**config.mk**
```make
export PLATFORM = sky130hd
export DESIGN_NAME = swm_cell
export DESIGN_NICKNAME = d
export VERILOG_FILES = /design/src/hw/rtl/swm_pkg.sv /design/src/hw/rtl/swm_cell.sv
export SDC_FILE = /design/constraint.sdc
export NUM_CORES = 1
export LEC_CHECK = 0
export BUFFER_PORTS_ARGS = -buffer_cell sky130_fd_sc_hd__clkbuf_2
export CAP_MARGIN = 20
export CORE_ASPECT_RATIO = 0.9
export CORE_MARGIN = 4
export CORE_UTILIZATION = 40
export CTS_CLUSTER_SIZE = 8
export DETAILED_ROUTE_END_ITERATION = 7
export PLACE_DENSITY_LB_ADDON = 0.25
export SLEW_MARGIN = 20
export SYNTH_ARGS = -nofsm -noshare
export SYNTH_HDL_FRONTEND = slang
export SYNTH_SLANG_ARGS = --single-unit
```
**constraint.sdc**
```tcl
create_clock -name clock -period 6.5 [get_ports clock]
set_input_delay 0.325 -clock clock [delete_from_list [all_inputs] [get_ports clock]]
set_output_delay 0.325 -clock clock [all_outputs]
set_load 0.01 [all_outputs]
```
**src/hw/rtl/swm_pkg.sv**
```systemverilog
// Shared types and constants of the sliding window maximum block.
package swm_pkg;

   localparam int CSR_WIDTH = 7;

   typedef struct packed {
      logic step;
      logic shift;
      logic clear;
   } ctl_type;

endpackage

```
**src/hw/rtl/swm_cell.sv**
```systemverilog
// One cell of the compacted monotonic candidate queue.
module swm_cell #(
   parameter int SAMPLE_WIDTH = 32,
   parameter int AGE_WIDTH    = 7
) (
   input  logic                     clock,
   input  logic                     reset,
   input  swm_pkg::ctl_type         ctl,
   input  logic [SAMPLE_WIDTH-1:0]  sample,
   input  logic                     up_valid,
   input  logic [SAMPLE_WIDTH-1:0]  up_value,
   input  logic [AGE_WIDTH-1:0]     up_age,
   input  logic                     keep_prev,
   output logic                     keep,
   output logic                     valid,
   output logic [SAMPLE_WIDTH-1:0]  value,
   output logic [AGE_WIDTH-1:0]     age
);
   import swm_pkg::*;

   logic                    valid_ff;
   logic                    valid_in;
   logic [SAMPLE_WIDTH-1:0] value_ff;
   logic [SAMPLE_WIDTH-1:0] value_in;
   logic [AGE_WIDTH-1:0]    age_ff;
   logic [AGE_WIDTH-1:0]    age_in;
   logic                    src_valid;
   logic [SAMPLE_WIDTH-1:0] src_value;
   logic [AGE_WIDTH-1:0]    src_age;
   logic                    insert;

   assign src_valid = ctl.shift ? up_valid : valid_ff;
   assign src_value = ctl.shift ? up_value : value_ff;
   assign src_age   = ctl.shift ? up_age   : age_ff;

   assign keep   = src_valid && ($signed(src_value) > $signed(sample));
   assign insert = !keep && keep_prev;

   always_comb begin
      valid_in = valid_ff;
      value_in = value_ff;
      age_in   = age_ff;
      if (ctl.step) begin
         valid_in = keep || insert;
         value_in = keep ? src_value : sample;
         age_in   = keep ? src_age + 1'b1 : '0;
      end else if (ctl.shift) begin
         valid_in = src_valid;
         value_in = src_value;
         age_in   = src_age;
      end
      if (ctl.clear) begin
         valid_in = 1'b0;
      end
   end

   always_ff @(posedge clock) begin
      if (reset) begin
         valid_ff <= 1'b0;
      end else begin
         valid_ff <= valid_in;
      end
      value_ff <= value_in;
      age_ff   <= age_in;
   end

   assign valid = valid_ff;
   assign value = value_ff;
   assign age   = age_ff;

endmodule

```
Word-level counts from Yosys, hierarchy flattened
Cells that the tools add are included.
- register bits after elaboration: 40
- bits in latches: 0
- bits in writable memories: 0
- bits in read-only memories: 0
- input bits: 78
- output and inout port bits: 41
- logic and storage cells: 22
- memories: 0
- $add $sub $neg: 1
- $mul: 0
- div/mod/pow operators: 0
- order comparisons: 1
- eq/ne operators: 0
- shift operators: 0
- muxes and demuxes: 11
- bitwise gates (word level): 0
- reductions and logical operators: 6
- operator list (cell ; count):
    two-way mux 32 bit ; 4
    greater-than comparator 32 bit ; 1
    two-way mux 7 bit ; 4
    adder 7 x 1 -> 7 bit, second input constant ; 1
    two-way mux 1 bit ; 3
    logical AND 1 bit ; 2
    nonzero test 2 bit ; 1
    OR reduction 2 bit ; 1
    zero test 1 bit ; 1
    logical OR 1 bit ; 1

Longest topological paths before layout
- word-level depth: 7
- mapped depth: 13
- gate-level depth less buffers: 9

Least setup slack after synthesis
OpenSTA, ideal clock, no wires.
- path type: input-to-reg
- from: input port ctl[1] (netlist name)
- to: register value_ff[22], in the netlist value[22], data pin
- setup time: 260 ps
- arrival: 3930 ps
- required time: 6240 ps
- setup slack: 2310 ps
- cell stages on the path: 13
- buffers on the path: 4
- path through: clkbuf_1 -> clkbuf_1 -> clkbuf_1 -> mux2_2 -> ha_1 -> nand4_1 -> nor4_2 -> nand4_1 -> or3_1 -> and3_4 -> o21ai_4 -> buf_6 -> mux2_2
- cells in the longest elaborated chain, start to end: 5
- elaborated cells on any way between the ends: 7
- those cells by class: 1 x order compare; 5 x mux; 1 x reduce/logical
- ends and longest elaborated chain (what ; line ; source):
    from (decl) ; swm_cell.sv:8 ; input swm_pkg::ctl_type ctl,
    two-way mux 32 bit ; swm_cell.sv:33 ; assign src_value = ctl.shift ? up_value : value_ff;
    greater-than comparator 32 bit ; swm_cell.sv:36 ; assign keep = src_valid && ($signed(src_value) > $signed(sample));
    logical AND 1 bit ; swm_cell.sv:36 ;
    two-way mux 32 bit ; swm_cell.sv:45 ; value_in = keep ? src_value : sample;
    two-way mux 32 bit * ; swm_cell.sv:43 ; if (ctl.step) begin
    named net value_in[22] ; swm_cell.sv:24 ; logic [SAMPLE_WIDTH-1:0] value_in;
    to (signal assigned) ; swm_cell.sv:63 ; value_ff <= value_in;
    to (decl) ; swm_cell.sv:23 ; logic [SAMPLE_WIDTH-1:0] value_ff;
The timed path passes the listed nets; every way through them passes the cells marked *. The select of a mux whose other input is x is not followed.
A chain may end at the register's enable or synchronous reset.

Worst setup path in the final report
- from: input port ctl[1] (netlist name)
- to: register value_ff[3], in the netlist value[3], data pin
The elaborated chain is that of the path after synthesis.

==> flow_summary.json <==
{
  "status": "finished, final reports clean",
  "area_delta_synth_final_pct": 24.8,
  "grt_pass1_wl_microns": 11300,
  "antenna_left": 0,
  "grt.total_usage": 0.152,
  "synth_compound_area_frac": 0.0788,
  "ys_types": 40,
  "setup_viol_count_final": 0,
  "hold_viol": 0,
  "fmaxAchievable_mhz": 244,
  "drive_above_1_share": 0.492,
  "start_util": 0.412,
  "grt_pass1_vias": 2436,
  "cp.buffers_inverters": 2,
  "yosysWarnings": 0,
  "yosysSeqAreaShare": 0.383,
  "setup_tns_ns": 0,
  "fillerInstances": 716,
  "slew_viol_final": 0,
  "ctsResizeCount": 0,
  "synth_top_family_by_area": "multiplexers",
  "dp_hpwl_microns": 5610,
  "yosysTopAreaCellShare": 0.376,
  "cts_tree": "built",
  "syn_area_per_cell_sq_um": 11.3,
  "wl_per_cell_microns": 14.7,
  "synth_edf_count": 39,
  "synthMuxAreaShare": 0.257,
  "dr.first_iter.drc_count": 71,
  "crit_fanout": 31,
  "hold_ws_ns": 0.195,
  "ir_worst_vdd_uv": 87.3,
  "slew_headroom": 0.341,
  "portBuffers": 118,
  "critPathArrivalTime_ns": 4.15,
  "period_minus_slack_ns": 4.10,
  "final_core_util": 0.515,
  "cap_violations": 0,
  "finClkSkew_ns": 0.00912,
  "htree_levels": 2,
  "drt_pass1_iterations": 4,
  "syn_area_sq_um": 3110,
  "die_area_sq_um": 9260,
  "cts-root-buf": "clkbuf_8",
  "synth_nets": 386,
  "grt_max_degree": 40,
  "antenna_cells": 0,
  "fin_nets": 504,
  "synth-xor-area-share": 0.00844,
  "crit_family": "simple AND/OR/NAND/NOR gates",
  "routed_wl_microns": 7190,
  "path_clk_slew_ns": 0.08,
  "ys_ff_latch": 40,
  "synth-adder-area-share": 0.133,
  "io_pins": 119,
  "coreArea_sq_um": 7540,
  "rsz0062_at_grt": "no",
  "power_density_nw_per_um2": 200,
  "cts_hold_buf": 0,
  "cpPeakStageDelay_ns": 0.63,
  "leakage_nw": 1.89,
  "postSynthCellCount": 275,
  "finalCritPeriodShare": 0.631,
  "cts.sinks": 40,
  "place_congestion": 0.790,
  "worst_path_max_delay_cell": "clkbuf_2",
  "clockBufferDepth": 2,
  "total_power_w": 0.000777,
  "clk_latency_ns": 0.29,
  "yosys.area_share.simple": 0.0776,
  "synth-main-ff-cell": "edfxtp_1",
  "chipHeight_microns": 91.7,
  "numCtsBuffers": 5,
  "endpoint_kind": "register",
  "die_x_microns": 101,
  "worst_slew_pin_slew_ns": 0.988,
  "synth.largest_area_cell": "edfxtp_1",
  "async_flop_share": 0,
  "ys_top_cells_by_area": "edfxtp_1, mux2_2, ha_1",
  "worstPathRequired_ns": 6.55,
  "viasPerCell": 5.04,
  "drc_errors": 0,
  "hold_class": "primary input to register",
  "rows": 30,
  "grt.overflow.total": 0,
  "antenna_found_initial": 0,
  "path_cells": "clkbuf_2 > mux2_2 > ha_1 > nand4_1 > nor4_2 > nand4_1 > or3_1 > and3_4 > o21ai_4 > buf_16 > mux2_2",
  "cts_setup_buffers": 0,
  "vias": 2468,
  "criticalPathCategory": "primary input to register",
  "cp-start-kind": "primary input"
}
-- power breakdown --
part           switching, W  total, W  leakage, nW  internal, W
sequential        0.0000171  0.000345        0.411     0.000327
clock             0.0000909  0.000167       0.0422    0.0000756
combinational      0.000131  0.000265         1.43     0.000134
total              0.000239  0.000777         1.89     0.000537
-- final cells by class --
| cell class | instances | area, sq um | share of cell area |
|---|---|---|---|
| Clock buffer | 7 | 76.3 | 0.0197 |
| Clock inverter | 1 | 5.00 | 0.00129 |
| Inverter | 37 | 139 | 0.0358 |
| Multi-Input combinational cell | 189 | 1730 | 0.444 |
| Sequential cell | 40 | 1190 | 0.307 |
| Tap cell | 96 | 120 | 0.0309 |
| Timing Repair Buffer | 120 | 626 | 0.161 |
-- metal layers --
layer / part of all wire / vias to the layer above / GRT usage
met2: 0.45 / 89 / 0.252
met3: 0.074 / 6 / 0.0373
li1: - / 1257 / -
met4: 0.0064 / 0 / 0.0299
met5: 0 / - / 0
met1: 0.47 / 1116 / 0.201
-- flip-flops by register name (all words and copies together) (netlist names) --
signal  count
age         7
valid       1
value      32
-- path summary, 6_finish.rpt --
check / to / slack [ns] / cells past startpoint / start
min reg2reg: value[0]$_DFFE_PP_ / 0.71 / 2 / value[0]$_DFFE_PP_
min: valid$_SDFFE_PP0P_ / 0.19 / 2 / reset
max: value[3]$_DFFE_PP_ / 2.40 / 11 / ctl[1]
max reg2reg: value[3]$_DFFE_PP_ / 2.80 / 10 / value[31]$_DFFE_PP_
-- cells in the final DEF, fill, tap and decap left out, types with 2 or more instances in the layout --
master    count
nor2_1        2
and4_1        2
ha_1         33
nand2_1      15
o22ai_1       3
clkbuf_1      2
a21o_1        2
a221oi_1      2
nand4_1       5
clkbuf_8      5
clkbuf_2    118
nor2b_1       4
o21ai_0       3
o21bai_1      2
nand3_1       5
inv_1        37
mux2i_1       9
nor4_1        2
a21oi_1      16
edfxtp_1     39
xor2_1        2
mux2_2       63
or2_2         2
-- Yosys cell counts (all sizes together) (2+ instances only) --
library cell  instances
a21o                  2
a21oi                16
a221oi                2
and2                  2
and4                  2
buf                   3
clkbuf                6
edfxtp               39
ha                   33
inv                  37
mux2                 63
mux2i                 9
nand2                15
nand3                 5
nand4                 5
nor2                  2
nor2b                 4
nor4                  3
o21ai                 4
o21bai                2
o22ai                 3
or2                   2
xor2                  2
-- stage by stage --
| step | instance area (sq um) | worst slack (ns) | std cells |
|---|---|---|---|
| floorplan | 3110 | 2.31 | 275 |
| finish | 3880 | 2.40 | 490 |
| CTS | 3850 | 2.04 | 489 |
| detailed placement | 3770 | 1.73 | 481 |
| global placement | 3770 | 1.77 | 481 |
| global route | 3880 | 2.11 | 490 |
-- cells by family after synthesis --
| family | count (synthesis) |
|---|---|
| muxes | 72 |
| buffers and inverters | 46 |
| and+or+nand+nor | 44 |
| DFF | 40 |
| AOI/OAI and AO/OA | 37 |
| adders and majority gates | 33 |
| xor gates and xnor gates | 3 |
(Power assumes the default switching activity.)
